--- src/rtl/s256c_pkg.sv ---
`timescale 1ns / 1ps
`default_nettype none

package s256c_pkg;

  localparam int WordW  = 32;
  localparam int NumCv  = 8;
  localparam int NumMsg = 16;
  localparam int NumRnd = 64;

  typedef logic [WordW-1:0] word_t;

  // sequencer -> datapath controls
  typedef struct packed {
    logic push;    // take a new message word into the window
    logic load;    // copy chaining value into working variables
    logic step;    // one compression round / one schedule shift
    logic rotate;  // shift working variables out, a first
  } ctrl_t;

  localparam word_t RoundK [NumRnd] = '{
    32'h428A2F98, 32'h71374491, 32'hB5C0FBCF, 32'hE9B5DBA5,
    32'h3956C25B, 32'h59F111F1, 32'h923F82A4, 32'hAB1C5ED5,
    32'hD807AA98, 32'h12835B01, 32'h243185BE, 32'h550C7DC3,
    32'h72BE5D74, 32'h80DEB1FE, 32'h9BDC06A7, 32'hC19BF174,
    32'hE49B69C1, 32'hEFBE4786, 32'h0FC19DC6, 32'h240CA1CC,
    32'h2DE92C6F, 32'h4A7484AA, 32'h5CB0A9DC, 32'h76F988DA,
    32'h983E5152, 32'hA831C66D, 32'hB00327C8, 32'hBF597FC7,
    32'hC6E00BF3, 32'hD5A79147, 32'h06CA6351, 32'h14292967,
    32'h27B70A85, 32'h2E1B2138, 32'h4D2C6DFC, 32'h53380D13,
    32'h650A7354, 32'h766A0ABB, 32'h81C2C92E, 32'h92722C85,
    32'hA2BFE8A1, 32'hA81A664B, 32'hC24B8B70, 32'hC76C51A3,
    32'hD192E819, 32'hD6990624, 32'hF40E3585, 32'h106AA070,
    32'h19A4C116, 32'h1E376C08, 32'h2748774C, 32'h34B0BCB5,
    32'h391C0CB3, 32'h4ED8AA4A, 32'h5B9CCA4F, 32'h682E6FF3,
    32'h748F82EE, 32'h78A5636F, 32'h84C87814, 32'h8CC70208,
    32'h90BEFFFA, 32'hA4506CEB, 32'hBEF9A3F7, 32'hC67178F2
  };

  function automatic word_t rotr(input word_t x, input int unsigned n);
    rotr = (x >> n) | (x << (WordW - n));
  endfunction

  function automatic word_t ssig0(input word_t x);
    ssig0 = rotr(x, 7) ^ rotr(x, 18) ^ (x >> 3);
  endfunction

  function automatic word_t ssig1(input word_t x);
    ssig1 = rotr(x, 17) ^ rotr(x, 19) ^ (x >> 10);
  endfunction

  function automatic word_t bsig0(input word_t x);
    bsig0 = rotr(x, 2) ^ rotr(x, 13) ^ rotr(x, 22);
  endfunction

  function automatic word_t bsig1(input word_t x);
    bsig1 = rotr(x, 6) ^ rotr(x, 11) ^ rotr(x, 25);
  endfunction

endpackage

`default_nettype wire

--- src/rtl/s256c_sched.sv ---
`timescale 1ns / 1ps
`default_nettype none

// 16-word sliding message schedule window; win_q[0] is the current W[t].
module s256c_sched (
  input  wire logic             clk_i,
  input  wire s256c_pkg::ctrl_t ctrl_i,
  input  wire s256c_pkg::word_t data_i,
  output s256c_pkg::word_t      w_o
);

  s256c_pkg::word_t win_q [s256c_pkg::NumMsg];
  s256c_pkg::word_t win_d [s256c_pkg::NumMsg];
  s256c_pkg::word_t w_next;

  assign w_next = s256c_pkg::ssig1(win_q[14]) + win_q[9]
                + s256c_pkg::ssig0(win_q[1]) + win_q[0];

  always_comb begin
    for (int i = 0; i < s256c_pkg::NumMsg; i++) win_d[i] = win_q[i];
    if (ctrl_i.push || ctrl_i.step) begin
      for (int i = 0; i < s256c_pkg::NumMsg - 1; i++) win_d[i] = win_q[i+1];
      win_d[s256c_pkg::NumMsg-1] = ctrl_i.push ? data_i : w_next;
    end
  end

  always_ff @(posedge clk_i) begin
    for (int i = 0; i < s256c_pkg::NumMsg; i++) win_q[i] <= win_d[i];
  end

  assign w_o = win_q[0];

endmodule

`default_nettype wire

--- src/rtl/s256c_round.sv ---
`timescale 1ns / 1ps
`default_nettype none

// Working variables a..h and the shared round unit.
module s256c_round (
  input  wire logic                                   clk_i,
  input  wire s256c_pkg::ctrl_t                       ctrl_i,
  input  wire logic [s256c_pkg::NumCv-1:0][s256c_pkg::WordW-1:0] cv_i,
  input  wire s256c_pkg::word_t                       k_i,
  input  wire s256c_pkg::word_t                       w_i,
  output s256c_pkg::word_t                            head_o
);

  s256c_pkg::word_t v_q [s256c_pkg::NumCv];
  s256c_pkg::word_t v_d [s256c_pkg::NumCv];
  s256c_pkg::word_t t1, t2, ch, maj;

  assign ch  = (v_q[4] & v_q[5]) ^ (~v_q[4] & v_q[6]);
  assign maj = (v_q[0] & v_q[1]) ^ (v_q[0] & v_q[2]) ^ (v_q[1] & v_q[2]);
  assign t1  = v_q[7] + s256c_pkg::bsig1(v_q[4]) + ch + k_i + w_i;
  assign t2  = s256c_pkg::bsig0(v_q[0]) + maj;

  always_comb begin
    for (int i = 0; i < s256c_pkg::NumCv; i++) v_d[i] = v_q[i];
    if (ctrl_i.load) begin
      for (int i = 0; i < s256c_pkg::NumCv; i++) v_d[i] = cv_i[i];
    end else if (ctrl_i.step) begin
      for (int i = 1; i < s256c_pkg::NumCv; i++) v_d[i] = v_q[i-1];
      v_d[4] = v_q[3] + t1;
      v_d[0] = t1 + t2;
    end else if (ctrl_i.rotate) begin
      for (int i = 0; i < s256c_pkg::NumCv - 1; i++) v_d[i] = v_q[i+1];
      v_d[s256c_pkg::NumCv-1] = v_q[0];
    end
  end

  always_ff @(posedge clk_i) begin
    for (int i = 0; i < s256c_pkg::NumCv; i++) v_q[i] <= v_d[i];
  end

  assign head_o = v_q[0];

endmodule

`default_nettype wire

--- src/rtl/sha256_block_compress.sv ---
`timescale 1ns / 1ps
`default_nettype none

// Load and non-final message words are each taken while busy stays low.
// The sixteenth message word starts the 64 rounds (one round per cycle on the
// shared round unit) and the output phase: busy is high through both, and the
// digest words strobe on done_o after the rounds, one per cycle, no stall.
// Reset is asynchronous active low and clears the chaining value, the word
// count and the sequencer.
module sha256_block_compress (
  input  wire logic        clk_i,
  input  wire logic        rst_ni,
  input  wire logic        start,
  output logic             busy,
  input  wire logic        kind_i,
  input  wire logic [2:0]  word_index_i,
  input  wire logic [31:0] data_word_i,
  output logic             done_o,
  output logic [31:0]      digest_word_o,
  output logic [2:0]       digest_index_o,
  output logic             last_o
);

  localparam logic [1:0] StIdle  = 2'd0;
  localparam logic [1:0] StRound = 2'd1;
  localparam logic [1:0] StOut   = 2'd2;

  logic [1:0] state_q, state_d;
  logic [5:0] cnt_q, cnt_d;
  logic [3:0] words_q, words_d;
  logic [s256c_pkg::NumCv-1:0][s256c_pkg::WordW-1:0] cv_q, cv_d;
  logic             done_q, done_d;
  logic             last_q, last_d;
  logic [2:0]       idx_q, idx_d;
  s256c_pkg::word_t dig_q, dig_d;
  s256c_pkg::word_t w_cur, head, sum;
  s256c_pkg::ctrl_t ctrl;
  logic             accept;

  assign accept = start && !busy;
  assign sum    = cv_q[0] + head;

  always_comb begin
    state_d     = state_q;
    cnt_d       = cnt_q;
    words_d     = words_q;
    cv_d        = cv_q;
    done_d      = 1'b0;
    last_d      = 1'b0;
    idx_d       = idx_q;
    dig_d       = dig_q;
    ctrl        = '0;
    unique case (state_q)
      StIdle: begin
        if (accept) begin
          if (!kind_i) begin
            cv_d[word_index_i] = data_word_i;
            words_d            = '0;
          end else begin
            ctrl.push = 1'b1;
            words_d   = words_q + 4'd1;
            if (words_q == 4'd15) begin
              ctrl.load = 1'b1;
              cnt_d     = '0;
              state_d   = StRound;
            end
          end
        end
      end
      StRound: begin
        ctrl.step = 1'b1;
        cnt_d     = cnt_q + 6'd1;
        if (cnt_q == 6'(s256c_pkg::NumRnd - 1)) begin
          cnt_d   = '0;
          state_d = StOut;
        end
      end
      StOut: begin
        // chaining value and working vars rotate together, word 0 at the head
        ctrl.rotate = 1'b1;
        for (int i = 0; i < s256c_pkg::NumCv - 1; i++) cv_d[i] = cv_q[i+1];
        cv_d[s256c_pkg::NumCv-1] = sum;
        dig_d  = sum;
        idx_d  = cnt_q[2:0];
        done_d = 1'b1;
        last_d = (cnt_q[2:0] == 3'd7);
        cnt_d  = cnt_q + 6'd1;
        if (cnt_q[2:0] == 3'd7) begin
          cnt_d   = '0;
          state_d = StIdle;
        end
      end
      default: state_d = StIdle;
    endcase
  end

  always_ff @(posedge clk_i or negedge rst_ni) begin
    if (!rst_ni) begin
      state_q <= StIdle;
      cnt_q   <= '0;
      words_q <= '0;
      cv_q    <= '0;
      done_q  <= 1'b0;
      last_q  <= 1'b0;
    end else begin
      state_q <= state_d;
      cnt_q   <= cnt_d;
      words_q <= words_d;
      cv_q    <= cv_d;
      done_q  <= done_d;
      last_q  <= last_d;
    end
  end

  always_ff @(posedge clk_i) begin
    idx_q <= idx_d;
    dig_q <= dig_d;
  end

  s256c_sched u_sched (
    .clk_i  (clk_i),
    .ctrl_i (ctrl),
    .data_i (data_word_i),
    .w_o    (w_cur)
  );

  s256c_round u_round (
    .clk_i  (clk_i),
    .ctrl_i (ctrl),
    .cv_i   (cv_q),
    .k_i    (s256c_pkg::RoundK[cnt_q]),
    .w_i    (w_cur),
    .head_o (head)
  );

  assign busy           = (state_q != StIdle);
  assign done_o         = done_q;
  assign digest_word_o  = dig_q;
  assign digest_index_o = idx_q;
  assign last_o         = last_q;

  a_block_starts: assert property (@(posedge clk_i) disable iff (!rst_ni)
    accept && kind_i && words_q == 4'd15 |=> state_q == StRound && cnt_q == 6'd0)
    else $error("sixteenth word did not start the rounds");

  a_last_index: assert property (@(posedge clk_i) disable iff (!rst_ni)
    last_o |-> done_o && digest_index_o == 3'd7)
    else $error("last flag off the final word");

  a_index_seq: assert property (@(posedge clk_i) disable iff (!rst_ni)
    done_o && digest_index_o != 3'd0 |->
      $past(done_o) && digest_index_o == $past(digest_index_o) + 3'd1)
    else $error("digest words out of order");

  a_no_out_while_round: assert property (@(posedge clk_i) disable iff (!rst_ni)
    state_q == StRound |-> !done_o)
    else $error("digest word during rounds");

endmodule

`default_nettype wire
--- config.mk ---
export PLATFORM = sky130hd
export DESIGN_NAME = sha256_block_compress
export DESIGN_NICKNAME = d
export VERILOG_FILES = /design/src/rtl/s256c_pkg.sv /design/src/rtl/s256c_sched.sv /design/src/rtl/s256c_round.sv /design/src/rtl/sha256_block_compress.sv
export SDC_FILE = /design/constraint.sdc
export NUM_CORES = 2
export LEC_CHECK = 0
export BUFFER_PORTS_ARGS = -buffer_cell sky130_fd_sc_hd__buf_2
export CELL_PAD_IN_SITES_DETAIL_PLACEMENT = 1
export CELL_PAD_IN_SITES_GLOBAL_PLACEMENT = 1
export CORE_ASPECT_RATIO = 0.7
export CORE_MARGIN = 2
export CORE_UTILIZATION = 43
export DETAILED_ROUTE_END_ITERATION = 7
export PLACE_DENSITY_LB_ADDON = 0.25
export RECOVER_POWER = 50
export REMOVE_ABC_BUFFERS = 1
export SETUP_SLACK_MARGIN = 0.1
export SLEW_MARGIN = 20
export SYNTH_ARGS = -nofsm -noshare
export SYNTH_HDL_FRONTEND = slang
export SYNTH_HIERARCHICAL = 1
export SYNTH_SLANG_ARGS = --single-unit
--- constraint.sdc ---
create_clock -name clk_i -period 16.97 [get_ports clk_i]
set_input_delay 0.8485 -clock clk_i [delete_from_list [all_inputs] [get_ports clk_i]]
set_output_delay 0.8485 -clock clk_i [all_outputs]
set_load 0.01 [all_outputs]
**Word-level counts from Yosys, hierarchy flattened**

Memory sizes are Yosys's and may differ from the RTL's.
Index checks and enable logic that the tools add are counted.

- Logic and storage cells: 118
- Input bits: 39
- Output and inout port bits: 38
- Memories: 3
- Bits in read-only memories: 2048
- Register bits after elaboration: 305
- RAM bits: 768

Memories:

| name | depth | width | rd ports | clocked after Yosys merged registers in | wr ports | RTL line | text |
|---|---|---|---|---|---|---|---|
| (name not given) | 64 | 32 | 1 | 0 | 0 | sha256_block_compress.sv:131 | `.k_i (s256c_pkg::RoundK[cnt_q]),` |
| u_sched.win_q | 16 | 32 | 16 | 0 | 16 | s256c_sched.sv:12 | `s256c_pkg::word_t win_q [s256c_pkg::NumMsg];` |
| u_round.v_q | 8 | 32 | 8 | 0 | 8 | s256c_round.sv:14 | `s256c_pkg::word_t v_q [s256c_pkg::NumCv];` |

- Add/sub/neg operators: 13
- Reduce and logical (&&, ||, !) cells: 12
- Equal/unequal tests: 11
- Order comparisons: 3
- Bitwise gates (word level): 28
- Mux-type cells: 33

Operators by type and width:

| operator | count |
|---|---|
| 256-bit 2-to-1 mux | 5 |
| 512-bit 2-to-1 mux | 1 |
| 256-bit case mux with 2 select lines | 1 |
| 32-bit adder | 11 |
| 32-bit bitwise XOR | 9 |
| 256-bit bitwise mux | 1 |
| 32-bit AND | 5 |
| 32-bit 2-to-1 mux | 4 |
| 32-bit demux with 3-bit select | 1 |
| 32-bit inverter | 1 |
| 10-bit by 32-bit OR with 32-bit output | 1 |
| 13-bit by 32-bit OR with 32-bit output | 1 |
| 14-bit by 32-bit OR with 32-bit output | 1 |
| 15-bit by 32-bit OR with 32-bit output | 1 |
| 19-bit by 32-bit OR with 32-bit output | 1 |
| 21-bit by 32-bit OR with 32-bit output | 1 |
| 25-bit by 32-bit OR with 32-bit output | 1 |
| 26-bit by 32-bit OR with 32-bit output | 1 |
| 30-bit by 32-bit OR with 32-bit output | 1 |
| 7-bit by 32-bit OR with 32-bit output | 1 |
| 32-bit by 22-bit bitwise XOR with 32-bit output | 1 |
| 32-bit by 29-bit bitwise XOR with 32-bit output | 1 |
| 6-bit 2-to-1 mux | 5 |
| 6-bit case mux with 3 select lines | 1 |
| other kinds (26) | 43 |

**Logic depth before layout (Yosys ltp)**

- Depth in word-level cells: 10
- Depth in mapped cells: 39
- Mapped depth without buffers: 39

**Hierarchy**

Netlist, hierarchy kept.

Modules (own cells, without submodules):

| module | instances | cells an instance | seq. area each (µm²) | area each (µm²) |
|---|---|---|---|---|
| s256c_round | 1 | 2363 | 7687.4 | 22799.4 |
| s256c_sched | 1 | 1214 | 15374.7 | 20657.3 |
| sha256_block_compress | 1 | 2108 | 7807.5 | 18690.4 |

**Least setup slack after synthesis**

No wires, ideal clock.

- Path type: input-to-reg
- Start: input port kind_i
- End: memory u_sched/win_q[0][0] in the netlist's numbering (enable)
- Stages on the path: 4
- Path buffers: 2
- Library setup time: 0.667 ns
- Setup slack: 8.472 ns
- Arrival time: 7.831 ns
- Data required time: 16.303 ns
- Cells stage by stage: and3_1 -> clkbuf_1 -> clkbuf_1 -> or2_2

RTL lines:

| what | RTL line | text |
|---|---|---|
| start, declared | sha256_block_compress.sv:15 | `input wire logic kind_i,` |
| end, declared | s256c_sched.sv:12 |  |

==> flow_metrics.tcl <==
set metrics [dict create \
    synth-main-ff-cell "sky130_fd_sc_hd__edfxtp_1" \
    grt_start_max_net_pins 160 \
    dp_hpwl_mm 169 \
    setup_viol 0 \
    dieHeight_um 322 \
    class_of_the_most_critical_setup_path "in -> async" \
    core_area_um2 143000 \
    numPortBuffers 76 \
    max_slew.worst_pin.slew_ns 7.67 \
    drt-wirelength-per-cell_um 31.6 \
    multi_input_comb_area_um2 27700 \
    final_layout_fill_cell_count 15200 \
    drive_gt1_share_pct 6.87 \
    whs_path_depth 0 \
    worst_hold_startpoint "u_sched/win_q[1][242]" \
    synthesis_warnings 6 \
    clock_tree_skew_after_final_layout_ns 0.0458 \
    crit_path_cell_trace "dlygate4sd3_1 -> clkbuf_1 -> clkbuf_1 -> clkbuf_1" \
    synth.top_cells.by_area "sky130_fd_sc_hd__edfxtp_1 39%, sky130_fd_sc_hd__dfrtp_1 11%, sky130_fd_sc_hd__fa_1 6.1%" \
    synth_edf_count 803 \
    grt_overflow 0 \
    drt_first_pass_iters 5 \
    postCtsSetupRepairBufs 0 \
    ctsHoldBuffers 1 \
    status "finished, violations left" \
    gpl.final_weighted_congestion 0.993 \
    post-route-drc-count 0 \
    whs_ns 0.399 \
    most_area_hungry_cell_type_in_the_yosys_netlist "sky130_fd_sc_hd__edfxtp_1" \
    areaGrowthSynthToFinish_pct 8.39 \
    r2r_end "u_round/v_q[0][31]" \
    htree_num_levels 3 \
    syn_area_um2 62100 \
    number_of_antenna_violations_at_the_first_check_in_global_routing 16 \
    insertion_delay_to_the_later_sink_of_the_worst_skew_pair_ns 0.79 \
    synth-compound-area-share_pct 18.1 \
    post_synth_fa_ha_maj_area_fraction_pct 9.67 \
    gr-usage-all-layers_pct 31.6 \
    holdPathEnd "u_sched/win_q[1][210]" \
    slew_viol_final 1216 \
    ys_async_sr_fraction_pct 25.2 \
    wire_length_of_the_first_global_routing_pass_mm 336 \
    num_vias 47158 \
    flip_flop_and_latch_count_after_synthesis 1073 \
    cts_inserted_buffers 109 \
    post_synth_and_or_nand_nor_area_fraction_pct 6.40 \
    starting_utilization_of_the_core_area_pct 43.4 \
    critPathMaxFanout 103 \
    clock_path_buffers 3 \
    nets_final 5902 \
    mostFrequentLayoutCell "sky130_fd_sc_hd__edfxtp_1" \
    hp-class "reg -> reg" \
    synth_largest_type_area_fraction_pct 38.8 \
    layout_min_cycle_time_ns 12.57 \
    final_routed_wirelength_mm 236 \
    fp.dieW_um 458 \
    ff2ff_path_depth 37 \
    core.rowCount 116 \
    cts_tree "built" \
    clk_pin_slew_worst_paths_ns 0.07 \
    synth_top_family_by_area "compound AO/OA/AOI/OAI gates" \
    path_delay_family "buffers and inverters" \
    slew_headroom_pct -411 \
    setup.worst_path.start_class "primary input" \
    crit_buf_inv 4 \
    setup_slack_on_the_worst_flop_to_flop_path_ns 4.41 \
    vias_in_the_first_global_route 45349 \
    worstReg2RegStart "cnt_q[0]" \
    cp.arrival_ns 11.69 \
    avgViaCountPerCell 6.30 \
    crit_path_max_delay_cell_type "sky130_fd_sc_hd__clkbuf_1" \
    max_freq_ghz 0.0796 \
    drv.max_cap_violation_count 19 \
    failed_checks "max-capacitance violations, max-slew violations" \
    post_synth_inst_count 5685 \
    timing.critical_path.mode_cell "sky130_fd_sc_hd__clkbuf_1" \
    end_kind "async pin" \
    finalHoldViolCount 0 \
    clockRootBuffer "sky130_fd_sc_hd__clkbuf_16" \
    yosys.cell_types.count 96 \
    ys_seq_area_share_pct 49.7 \
    design.portCount 77 \
    critical_path_required_ns 16.10 \
    post_route_clock_period_utilization_pct 74.0 \
    postCtsResizedCells 0 \
    commonest_cells_after_routing_fill_and_taps_aside "803 x sky130_fd_sc_hd__edfxtp_1, 682 x sky130_fd_sc_hd__o21ai_0, 462 x sky130_fd_sc_hd__nand2_1, 459 x sky130_fd_sc_hd__a22oi_1, 404 x sky130_fd_sc_hd__inv_1" \
    avgSynthCellArea_um2 10.9 \
    area.sequential_um2 30900 \
    cts.sinks 1073 \
    dr.first_iter.drc_count 5988 \
    rsz_0062_raised_after_global_routing "no" \
    dieArea_um2 148000 \
    remaining_antenna_violation_count_after_routing 0 \
    slowest_stage_delay_on_critical_path_ns 4.96 \
    synthMuxAreaShare_pct 4.83 \
    post_synth_xor_area_fraction_pct 5.57 \
]
==> per-layer routing <==
metal	vias to the layer above	part of all wire, %	GRT usage, %
li1	20055	-	-
met3	285	11	8.97
met1	24514	46	48.9
met4	6	2.4	7.40
met2	2298	40	42.9
met5	-	0.017	0
==> state kept, by name (all words and copies together), names as in the netlist <==
signal / count
done_o: 1
words_q: 4
state_q: 2
cv_q: 256
u_round/v_q: 256
u_sched/win_q: 512
digest_index_o: 3
cnt_q: 6
last_o: 1
digest_word_o: 32
==> cells by family after synthesis <==
group,Yosys count
compound gates,1778
xor+xnor,392
fa+ha+maj,368
buf+inv,882
flops,1073
mux,289
simple gates,903
==> stage by stage <==
step / std cells / utilization, % / TNS [ns] / instance area, um^2 / setup WS [ns]
floorplan: 5212 / - / -4734.24 / 60100 / -14.94
global placement: 7273 / 44.5 / 0 / 63800 / 6.60
detailed placement: 7273 / 44.5 / 0 / 63800 / 6.46
CTS: 7478 / 47.2 / 0 / 67600 / 6.43
global route: 7478 / 47.0 / 0 / 67400 / 2.78
finish: 7480 / 47.0 / 0 / 67400 / 4.40
==> cell usage after synthesis (7+ instances only) <==
library cell and instances:
sky130_fd_sc_hd__nand3b_1 8, sky130_fd_sc_hd__a22oi_1 459, sky130_fd_sc_hd__and2_1 12, sky130_fd_sc_hd__nand3_1 60, sky130_fd_sc_hd__nor2b_1 29, sky130_fd_sc_hd__mux2i_1 249, sky130_fd_sc_hd__a221o_1 10, sky130_fd_sc_hd__o21ai_0 682
sky130_fd_sc_hd__o211ai_1 32, sky130_fd_sc_hd__o22ai_1 16, sky130_fd_sc_hd__nor2_1 183, sky130_fd_sc_hd__or3_1 8, sky130_fd_sc_hd__clkbuf_1 327, sky130_fd_sc_hd__edfxtp_1 803, sky130_fd_sc_hd__nand2_1 464, sky130_fd_sc_hd__o21a_1 27
sky130_fd_sc_hd__a211oi_1 27, sky130_fd_sc_hd__nand2b_1 18, sky130_fd_sc_hd__nand4_1 13, sky130_fd_sc_hd__buf_1 55, sky130_fd_sc_hd__buf_2 23, sky130_fd_sc_hd__inv_1 404, sky130_fd_sc_hd__mux2_2 35, sky130_fd_sc_hd__buf_4 64
sky130_fd_sc_hd__ha_1 178, sky130_fd_sc_hd__a311oi_1 11, sky130_fd_sc_hd__a21o_1 96, sky130_fd_sc_hd__a31oi_1 29, sky130_fd_sc_hd__dfrtp_1 270, sky130_fd_sc_hd__nor3b_1 18, sky130_fd_sc_hd__a221oi_1 7, sky130_fd_sc_hd__o21bai_1 17
sky130_fd_sc_hd__o31ai_1 14, sky130_fd_sc_hd__nor3_1 46, sky130_fd_sc_hd__o311ai_0 10, sky130_fd_sc_hd__o21ai_1 18, sky130_fd_sc_hd__fa_1 188, sky130_fd_sc_hd__xor2_1 113, sky130_fd_sc_hd__a21oi_1 248, sky130_fd_sc_hd__xnor2_1 277
sky130_fd_sc_hd__and3_1 21
==> final cells by class <==
type                    instances  area share (%)
diodes                          2         0.00743
repair buffers                174            1.57
clock buffers                 141            4.42
inverters                     409            2.28
clock inverters                63            1.22
well taps                    1888            3.51
multi-input cells            3730            41.2
flip-flops and latches       1073            45.8
==> worst max-delay path by stage <==
stage | startpoint | slack, ns | depth (start not counted) | endpoint
5_1_grt | rst_ni | 2.78 | 4 | cv_q[254]
6_report | rst_ni | 4.40 | 4 | cv_q[219]
3_5_place_dp | cnt_q[0] | 6.46 | 37 | u_round/v_q[0][31]
2_1_floorplan | state_q[0] | -14.94 | 6 | cv_q[250]
3_3_place_gp | cnt_q[0] | 6.60 | 37 | u_round/v_q[0][31]
4_1_cts | cnt_q[0] | 6.43 | 37 | u_round/v_q[0][31]
Power is not shown: default switching activity piles up to over one toggle a cycle in this logic, so the estimate is an artifact.
